File: config.mk
export PLATFORM = sky130hd
export DESIGN_NAME = json_string_escaper_unit
export DESIGN_NICKNAME = d
export VERILOG_FILES = /design/src/rtl/core/jse_pkg.sv /design/src/rtl/core/json_string_escaper_unit.sv
export SDC_FILE = /design/constraint.sdc
export NUM_CORES = 1
export LEC_CHECK = 0
export ABC_AREA = 1
export BUFFER_PORTS_ARGS = -buffer_cell sky130_fd_sc_hd__buf_2
export CAP_MARGIN = 30
export CORE_MARGIN = 1.5
export CORE_UTILIZATION = 50
export CTS_BUF_LIST = sky130_fd_sc_hd__clkbuf_4 sky130_fd_sc_hd__clkbuf_8
export CTS_CLUSTER_SIZE = 20
export DETAILED_ROUTE_END_ITERATION = 8
export GPL_TIMING_DRIVEN = 0
export PLACE_DENSITY = 0.71
export SLEW_MARGIN = 20
export SYNTH_ARGS = -nofsm -noshare
export SYNTH_HDL_FRONTEND = slang
export SYNTH_SLANG_ARGS = --single-unit
File: constraint.sdc
create_clock -name i_clk -period 6.1 [get_ports i_clk]
set_input_delay 0.61 -clock i_clk [delete_from_list [all_inputs] [get_ports i_clk]]
set_output_delay 0.61 -clock i_clk [all_outputs]
set_load 0.02 [all_outputs]
File: src/rtl/core/jse_pkg.sv
package jse_pkg;

    // Escape classes of a source byte
    typedef enum logic [1:0] {
        ESC_NONE,
        ESC_SHORT,
        ESC_UNICODE
    } t_esc_kind;

    // Position inside an output run (at most six bytes)
    typedef logic [2:0] t_run_idx;

    localparam logic [7:0] BACKSLASH       = 8'h5C;
    localparam logic [7:0] DQUOTE          = 8'h22;
    localparam logic [7:0] CHAR_U          = 8'h75;
    localparam logic [7:0] CHAR_ZERO       = 8'h30;
    localparam logic [7:0] FIRST_PRINTABLE = 8'h20;

    localparam t_run_idx IDX_LEAD    = 3'd0;
    localparam t_run_idx IDX_SECOND  = 3'd1;
    localparam t_run_idx IDX_ZERO_HI = 3'd2;
    localparam t_run_idx IDX_ZERO_LO = 3'd3;
    localparam t_run_idx IDX_HEX_HI  = 3'd4;
    localparam t_run_idx IDX_HEX_LO  = 3'd5;

    // Letter after the backslash for a short escape, zero if there is none
    function automatic logic [7:0] short_letter(input logic [7:0] c);
        logic [7:0] l;
        case (c)
            8'h0A:     l = 8'h6E;   // n
            8'h0D:     l = 8'h72;   // r
            8'h0C:     l = 8'h66;   // f
            8'h09:     l = 8'h74;   // t
            8'h08:     l = 8'h62;   // b
            BACKSLASH: l = BACKSLASH;
            DQUOTE:    l = DQUOTE;
            default:   l = 8'h00;
        endcase
        return l;
    endfunction

    // Classify a source byte
    function automatic t_esc_kind esc_kind(input logic [7:0] c);
        t_esc_kind k;
        if (short_letter(c) != 8'h00) begin
            k = ESC_SHORT;
        end else if (c < FIRST_PRINTABLE) begin
            k = ESC_UNICODE;
        end else begin
            k = ESC_NONE;
        end
        return k;
    endfunction

    // Lowercase hex digit
    function automatic logic [7:0] hex_digit(input logic [3:0] n);
        logic [7:0] d;
        if (n < 4'd10) begin
            d = CHAR_ZERO + {4'd0, n};
        end else begin
            d = 8'h57 + {4'd0, n};  // 'a' - 10
        end
        return d;
    endfunction

endpackage

File: src/rtl/core/json_string_escaper_unit.sv
// JSON string escaper. Each accepted item is one source byte; the block emits
// its escaped form as a run of output items, the last marked by o_run_last.
// Ordinary bytes (0x20 and up, other than quote and backslash) give one item,
// the seven short escapes give two, other control bytes give six (\u00xx).
// Throughput is one output item per cycle while i_out_stall is low: a byte
// that passes through lets a new item be accepted every cycle, while an
// escaped byte holds the input stage until its whole run has gone out through
// the output register. An accepted item passes through the input stage and
// then the output register. The block keeps no state between items.
module json_string_escaper_unit (
    input  logic       i_clk,
    input  logic       i_rst_n,
    input  logic       i_in_valid,
    output logic       o_in_stall,
    input  logic [7:0] i_in_byte,
    output logic       o_out_valid,
    input  logic       i_out_stall,
    output logic [7:0] o_out_byte,
    output logic       o_run_last
);
    import jse_pkg::*;

    logic      r_a_valid;
    logic [7:0] r_a_byte;
    t_esc_kind r_a_kind;
    t_run_idx  r_idx;

    logic      r_out_valid;
    logic [7:0] r_out_byte;
    logic      r_out_last;

    logic      out_free;
    logic      a_fire;
    logic      a_last;
    logic      a_done;
    logic      in_take;
    logic [7:0] n_byte;
    logic [7:0] letter;

    // Handshake between the input stage and the output register
    assign out_free   = !r_out_valid || !i_out_stall;
    assign a_fire     = r_a_valid && out_free;
    assign a_done     = a_fire && a_last;
    assign o_in_stall = r_a_valid && !a_done;
    assign in_take    = i_in_valid && !o_in_stall;

    assign letter = short_letter(r_a_byte);

    // Select the byte at the current run position and flag the end of the run
    always_comb begin
        n_byte = BACKSLASH;
        a_last = 1'b0;
        case (r_a_kind)
            ESC_NONE: begin
                n_byte = r_a_byte;
                a_last = 1'b1;
            end
            ESC_SHORT: begin
                n_byte = (r_idx == IDX_LEAD) ? BACKSLASH : letter;
                a_last = (r_idx != IDX_LEAD);
            end
            ESC_UNICODE: begin
                case (r_idx)
                    IDX_LEAD:    n_byte = BACKSLASH;
                    IDX_SECOND:  n_byte = CHAR_U;
                    IDX_ZERO_HI: n_byte = CHAR_ZERO;
                    IDX_ZERO_LO: n_byte = CHAR_ZERO;
                    IDX_HEX_HI:  n_byte = hex_digit(r_a_byte[7:4]);
                    default:     n_byte = hex_digit(r_a_byte[3:0]);
                endcase
                a_last = (r_idx == IDX_HEX_LO);
            end
            default: begin
                n_byte = r_a_byte;
                a_last = 1'b1;
            end
        endcase
    end

    // Input stage: capture an item, advance through its run, drop when done
    always_ff @(posedge i_clk) begin
        if (!i_rst_n) begin
            r_a_valid <= 1'b0;
            r_idx     <= IDX_LEAD;
        end else if (in_take) begin
            r_a_valid <= 1'b1;
            r_idx     <= IDX_LEAD;
        end else if (a_done) begin
            r_a_valid <= 1'b0;
            r_idx     <= IDX_LEAD;
        end else if (a_fire) begin
            r_idx <= r_idx + 3'd1;
        end
    end

    // Input payload, classified on capture
    always_ff @(posedge i_clk) begin
        if (in_take) begin
            r_a_byte <= i_in_byte;
            r_a_kind <= esc_kind(i_in_byte);
        end
    end

    // Output register: load a new item or hold while stalled
    always_ff @(posedge i_clk) begin
        if (!i_rst_n) begin
            r_out_valid <= 1'b0;
        end else if (out_free) begin
            r_out_valid <= r_a_valid;
        end
    end

    always_ff @(posedge i_clk) begin
        if (a_fire) begin
            r_out_byte <= n_byte;
            r_out_last <= a_last;
        end
    end

    assign o_out_valid = r_out_valid;
    assign o_out_byte  = r_out_byte;
    assign o_run_last  = r_out_last;

    // A run in progress at the output still has its source item held
    a_run_held: assert property (@(posedge i_clk) disable iff (!i_rst_n)
        r_out_valid && !r_out_last |-> r_a_valid)
        else $error("output run open without a held source item");

    // Only escaped items advance past the first run position
    a_idx_kind: assert property (@(posedge i_clk) disable iff (!i_rst_n)
        r_a_valid && r_idx != IDX_LEAD |-> r_a_kind != ESC_NONE)
        else $error("plain byte advanced beyond one output item");

    // Run position stays within the longest escape
    a_idx_range: assert property (@(posedge i_clk) disable iff (!i_rst_n)
        r_idx == IDX_LEAD || r_idx == IDX_SECOND || r_idx == IDX_ZERO_HI ||
        r_idx == IDX_ZERO_LO || r_idx == IDX_HEX_HI || r_idx == IDX_HEX_LO)
        else $error("run position out of range");

    // A stalled full output blocks new items while one is held
    a_block: assert property (@(posedge i_clk) disable iff (!i_rst_n)
        r_out_valid && i_out_stall && r_a_valid |-> o_in_stall)
        else $error("item accepted while output stalled");

endmodule
==> run metrics, run 1 <==
status=complete, no violations; DRT Pass-1 Iters=4; clock skew=between 5 and 6 ps; CTS sink cnt=24; CP max stage delay=around 370 ps; # DRC=0; synthesized area per cell=about 7.9 um^2; EDFF count, synth=19; Die Ht=around 63 um; Cell Chain, Critical Path=inv_1 -> ha_1 -> inv_2 -> nor2_2 -> inv_2 -> nand2_4 -> nand3_4 -> nand2_4 -> nand2_1 -> inv_1 -> buf_2; Setup CP Type=reg -> out; largest cells by area after synthesis=edfxtp_1 (32%), nand2_1 (14%), ha_1 (11%); relative slew slack=about half; post-synth top area share=around a third; Final nets=~280; largest family of logic cells by synthesized area=simple AND/OR/NAND/NOR gates; area delta synth->final=12.4%; Initial Util=approximately 53%; Setup violations, final=0; Synth async-reset ratio=0%; Synth area leader=edfxtp_1; utilization after layout=between 50% and 60%; fill count=320; RSZ-0062 raised after global routing=false; # diodes=0; Avg Vias per Cell=between 5 and 6; crit path time final=2570 ps; proportion of synthesized area in mux cells=0%; Hold Vio Cnt, Final=0; gr ovfl total=0; Post-Synth Simple-Gate Area=around 31%; initial antenna violation count=0; hold bufs inserted after CTS=0; maxcap violations=0; Syn Std Cell Area=~1800 um^2; number of buffers added for setup after CTS=0; Final Cell Area=~2000 um^2; Port-buffer cells=22; Seq/Total Area, Yosys=37.9%; vias in the first global route=1444; WP data required=roughly 5500 ps; Worst EP arrival=1960 ps; Pwr per Cell Area=just over 200 nW/um^2; peak supply drop=between 150 and 200 uV; Area after DPL=about 1900 um^2; DP HPWL=2690 um; period utilization=roughly 42%; Netlist cell types=30; WL/cell=roughly 11 um; die span in x=roughly 63 um; Synth Area in Compound Gates=11.9%; Synth Net Count=between 200 and 300; routed wire length=about 3300 um; fmax=a little under 0.4 GHz; antenna-violating nets left=0; Critical Path Fanout Max=4; warnings from Yosys=0; Synth Flop Type=edfxtp_1; Critical Path End Type=output pin; fraction of layout cells with a size suffix above 1=21.6%; flops & latches, synth=24; CTS tree=yes; XOR/XNOR Fraction of Synth Area=0%; setup slack, reg-to-reg=between 3000 and 4000 ps; CTS Root Cell=clkbuf_4; die area=3910 um^2; Slew Viols, Final=0; post-cts resize count=0; site row count=21; CP max stage cell=dfxtp_1; largest net degree at the start of global routing=15; clock-pin slew on the worst setup and hold paths=~140 ps; GRT Total Usage=between 10% and 20%; DR iter-0 viols=60; Post-Synth Adder-Cell Area=about a tenth; Gate Count Post-Synth=approximately 220; Min-Delay Path Class=in -> reg; first-pass GRT wire length=around 5800 um; GPL Wtd Cong=0.951; Clock Latency Late Sink=between 300 and 400 ps; via count=between 1.5k and 2k; Core Area=between 3000 and 4000 um^2; H-tree levels=1; Clock Path Buffers=2; io pins=23; Least-Margin Pin Slew=751 ps; CP Launch Type=flip-flop; LEAKAGE=between 0.9 and 1 nW; setup_tns=0 ps; TritonCTS buffer count=3
==> worst paths after layout <==
path,to,from,cells after the start
hold / removal,r_a_byte[4],i_in_byte[4],1
hold reg to reg,o_out_valid,o_out_valid,2
setup reg to reg,r_a_byte[3],r_idx[0],11
setup / recovery,o_in_stall,r_idx[0],11
==> through the flow <==
step | hold WS (ps) | total power [mW] | cells | worst slack, ps
final | 472 | 0.403 | 296 | 3530
after global routing | 452 | 0.425 | 296 | 3340
after CTS | 463 | 0.405 | 296 | 3510
after detailed placement | 470 | 0.290 | 292 | 3520
after global placement | 473 | 0.289 | 292 | 3570
after floorplan | 482 | 0.266 | 224 | 3860
==> synth_stat cells (2+ instances only) <==
library cell and instances:
a21oi_1 7, a21oi_2 4, dfxtp_1 5, edfxtp_1 19, ha_1 15, inv_1 28
inv_2 6, nand2_1 65, nand2_4 5, nand3_1 23, nand3b_1 2, nand4_1 2
nor2_1 14, nor2_2 4, o21ai_0 10
==> power breakdown <==
| group | switching, mW | total (mW) | internal, mW |
|---|---|---|---|
| logic | 0.0586 | 0.0889 | 0.0303 |
| registers | 0.00696 | 0.198 | 0.191 |
| clock network | 0.0498 | 0.116 | 0.0665 |
| total | 0.115 | 0.403 | 0.288 |
==> cells by family (layout without fill, tap and decap cells) <==
logic type,after synthesis,after routing
simple gates,118,118
fa+ha+maj,15,15
flops,24,24
compound gates,30,30
buf+inv,37,63
==> worst max-delay path, delay by kind of cell (launching register included) <==
family | cells | cell delay [ps]
buffers and inverters | 5 | 490
and+or+nand+nor | 5 | 490
DFF | 1 | 370
adders and majority gates | 1 | 280
==> state kept, by name (all words and copies together) (netlist names) <==
| register | count |
|---|---|
| r_idx | 3 |
| o_out_valid | 1 |
| r_a_kind | 2 |
| o_out_byte | 8 |
| r_a_valid | 1 |
| o_run_last | 1 |
| r_a_byte | 8 |
==> layer usage <==
metal / up-vias / part of all wire (%) / GRT usage (%) / routed length (um)
li1: 782 / - / - / -
met2: 67 / 47 / 32.7 / 1560
met4: 0 / 3.1 / 8.61 / 103
met3: 13 / 7.4 / 1.62 / 246
met5: - / 0 / 0 / 0
met1: 684 / 43 / 22.5 / 1410
==> layout by cell type, fill, tap and decap left out <==
master	netlist	final
inv_4	1	1
nand3_1	23	23
clkbuf_4	0	3
nand3_4	1	1
nor2_2	4	4
buf_6	1	1
o21a_1	1	1
inv_2	6	6
nand2_2	1	1
o21ai_0	10	10
nand3b_1	2	2
o31ai_1	1	1
dfxtp_1	5	5
o211ai_4	1	1
nand4_1	2	2
a21oi_4	1	1
a31oi_1	1	1
or2_2	1	1
bufinv_16	0	1
edfxtp_1	19	19
o21bai_2	1	1
a21oi_2	4	4
o21ai_1	1	1
nand2_4	5	5
buf_2	1	23
nor2_1	14	14
ha_1	15	15
o211ai_1	1	1
o2bb2ai_1	1	1
inv_1	28	28
a21oi_1	7	7
nand2_1	65	65
==> layout make-up <==
cell class                 instances  area [um^2]  share of cell area, %
inverter                          35          134                   6.73
buffer                             2         16.3                  0.817
timing repair buffer              22          110                   5.53
clock buffer                       3         22.5                   1.13
clock inverter                     1         30.0                   1.51
sequential                        24          671                   33.7
tap                               46         57.6                   2.89
multi-input combinational        163          950                   47.7
No activity file was read; power rests on OpenSTA's default activity.
==> run 2: changes to the inputs <==
--- a/config.mk
+++ b/config.mk
@@ -14,7 +14,7 @@
 export CTS_CLUSTER_SIZE = 20
 export DETAILED_ROUTE_END_ITERATION = 8
 export GPL_TIMING_DRIVEN = 0
-export PLACE_DENSITY = 0.71
+export PLACE_DENSITY = 0.73
 export SLEW_MARGIN = 20
 export SYNTH_ARGS = -nofsm -noshare
 export SYNTH_HDL_FRONTEND = slang
==> constraint.sdc (replaced) <==
create_clock -name i_clk -period 2.2 [get_ports i_clk]
set_input_delay 0.22 -clock i_clk [delete_from_list [all_inputs] [get_ports i_clk]]
set_output_delay 0.22 -clock i_clk [all_outputs]
set_load 0.02 [all_outputs]
==> run 2 against run 1 <==
Effect of this change: die area did not move; combinational power grew to 2.8 times the previous value; clock skew fell by 1.8 ps; non-clock buffer count did not move; final cell count did not move; design area up 0.31%; power grew to 2.6 times the previous value; utilization grew 0.19 points; sequential cell count did not move; global-route usage grew 0.11 points; count of clock-buffer cells in the layout is 1 higher; sequential share of layout area shrank 0.11 points; critical endpoint is now r_a_byte[4]; largest cell class unchanged; largest power group unchanged.
==> run metrics, run 2 (synthesis results as in run 1) <==
status=complete, no violations; Setup CP Type=reg -> reg; CTS tree=yes; Worst EP arrival=2040 ps (+80 ps); fmax=between 0.4 and 0.5 GHz; WL/cell=11.6 um (+3.2%); die span in x=62.5 um (unchanged); Pwr per Cell Area=518 nW/um^2 (+160%); CTS Root Cell=clkbuf_4; DRT Pass-1 Iters=4 (unchanged); WP data required=2170 ps (-3320 ps); via count=1501 (-2.9%); Clock Latency Late Sink=310 ps (about the same); Placed Cells=292 (unchanged); TritonCTS buffer count=3 (unchanged); Die Ht=62.5 um (unchanged); maxcap violations=0 (unchanged); hold bufs inserted after CTS=0 (unchanged); Avg Vias per Cell=5.07 (-2.9%); DR iter-0 viols=51 (-15%); fraction of layout cells with a size suffix above 1=22.4% (+0.80 points); largest net degree at the start of global routing=14 (-1); Cell Chain, Critical Path=ha_1 -> inv_4 -> nand3_4 -> nand2_4 -> nand2_1 -> inv_1 -> nor2_2; most frequent cells in the layout=nand2_1 (65), inv_1 (28), nand3_1 (23), buf_2 (23), edfxtp_1 (19); CP Launch Type=flip-flop; Min-Delay Path Class=in -> reg; dpl ws=-150 ps (-3670 ps); CP max stage cell=ha_1; RSZ-0062 raised after global routing=true; post-route setup slack=131 ps (-3400 ps); worst path buffer plus inverter count=2 (-3); Initial Util=52.6% (unchanged); Port-buffer cells=22 (unchanged); crit path time final=2070 ps; Slew Viols, Final=0 (unchanged); Clock Path Buffers=2 (unchanged); vias in the first global route=1399 (-3.1%); WHS=92.6 ps (-379 ps); CTS sink cnt=24 (unchanged); H-tree levels=1 (unchanged); die area=3910 um^2 (unchanged); peak supply drop=338 uV (+100%); Hold Vio Cnt, Final=0 (unchanged); antenna-violating nets left=0 (unchanged); # DRC=0 (unchanged); Setup violations, final=0 (unchanged); fin cells=296 (unchanged); relative slew slack=68.7% (+19 points); GRT Total Usage=18.5% (+0.11 points); site row count=21 (unchanged); CP max stage delay=480 ps (+110 ps); clock skew=3.99 ps (-1.80 ps); LEAKAGE=0.956 nW (-0.34%); gr ovfl total=0 (unchanged); Core Area=3360 um^2 (unchanged); setup_tns=0 ps (unchanged); area delta synth->final=12.8%; Critical Path End Type=flip-flop; GPL Wtd Cong=0.908 (-4.5%); period utilization=94.0%; clock-pin slew on the worst setup and hold paths=130 ps (about the same); io pins=23 (unchanged); commonest non-fill, non-tap cell in the layout=nand2_1; Critical Path Fanout Max=10 (+6); first-pass GRT wire length=5910 um (+1.2%); initial antenna violation count=0 (unchanged); DP HPWL=2740 um (+2.0%); Final nets=278 (unchanged); Least-Margin Pin Slew=469 ps (-282 ps); routed wire length=3430 um (+3.2%); crit-path leading delay family=simple AND/OR/NAND/NOR gates; # diodes=0 (unchanged)
==> run 2: cell types whose count changed in the layout (fill, tap and decap cells not counted) <==
cell	previous run	this run
clkbuf_8	0	1
ha_4	0	1
nor2_1	14	13
inv_4	1	2
ha_1	15	14
bufinv_16	1	0
inv_2	6	5
nor2_4	0	1
==> run 2: power by group <==
part | leakage (nW) | switching [mW] | internal, mW
Clock | 0.0210 | 0.132 | 0.101
Combinational | 0.711 | 0.165 | 0.0872
Sequential | 0.224 | 0.0197 | 0.530
Total | 0.956 | 0.316 | 0.718
==> run 2: path summary, 6_finish.rpt <==
path / slack [ps] / depth (start not counted) / start / endpoint
max: 130 / 7 / r_a_kind[1] / r_a_byte[4]
min: 90 / 1 / i_in_byte[4] / r_a_byte[4]
max reg2reg: 130 / 7 / r_a_kind[1] / r_a_byte[4]
min reg2reg: 490 / 2 / o_out_valid / o_out_valid
==> run 2: final cells by class <==
| class | instances | area, um^2 |
|---|---|---|
| fill | 332 | 1370 |
| inverter | 35 | 136 |
| tap | 46 | 57.6 |
| multi-input combinational | 163 | 970 |
| timing repair buffer | 22 | 110 |
| buffer | 2 | 16.3 |
| clock buffer | 4 | 36.3 |
| sequential | 24 | 671 |
==> run 2: timing repair <==
item | in CTS | in global routing
setup buffers | 0 | 0
setup endpoints to repair | 11 | 11
pin swaps | 0 | 0
hold endpoints to repair | 0 | 0
gates resized for setup | 2 | 3
==> run 2: metal layers <==
layer / routed length (um) / vias up / share of wire, % / track usage (%)
met4: 55 / 0 / 1.6 / 6.67
met1: 1600 / 670 / 47 / 23.3
met5: 0 / - / 0 / 0
li1: - / 781 / - / -
met2: 1630 / 44 / 48 / 33.2
met3: 144 / 6 / 4.2 / 1.62
==> run 2: through the flow <==
| stage | power (mW) | utilization [%] | instance area [um^2] |
|---|---|---|---|
| after global placement | 0.802 | 57.6 | 1940 |
| after CTS | 1.03 | 58.9 | 1980 |
| after floorplan | 0.737 | - | 1770 |
| after detailed placement | 0.805 | 57.6 | 1940 |
| final | 1.03 | 59.4 | 2000 |
| after global routing | 1.09 | 59.4 | 2000 |
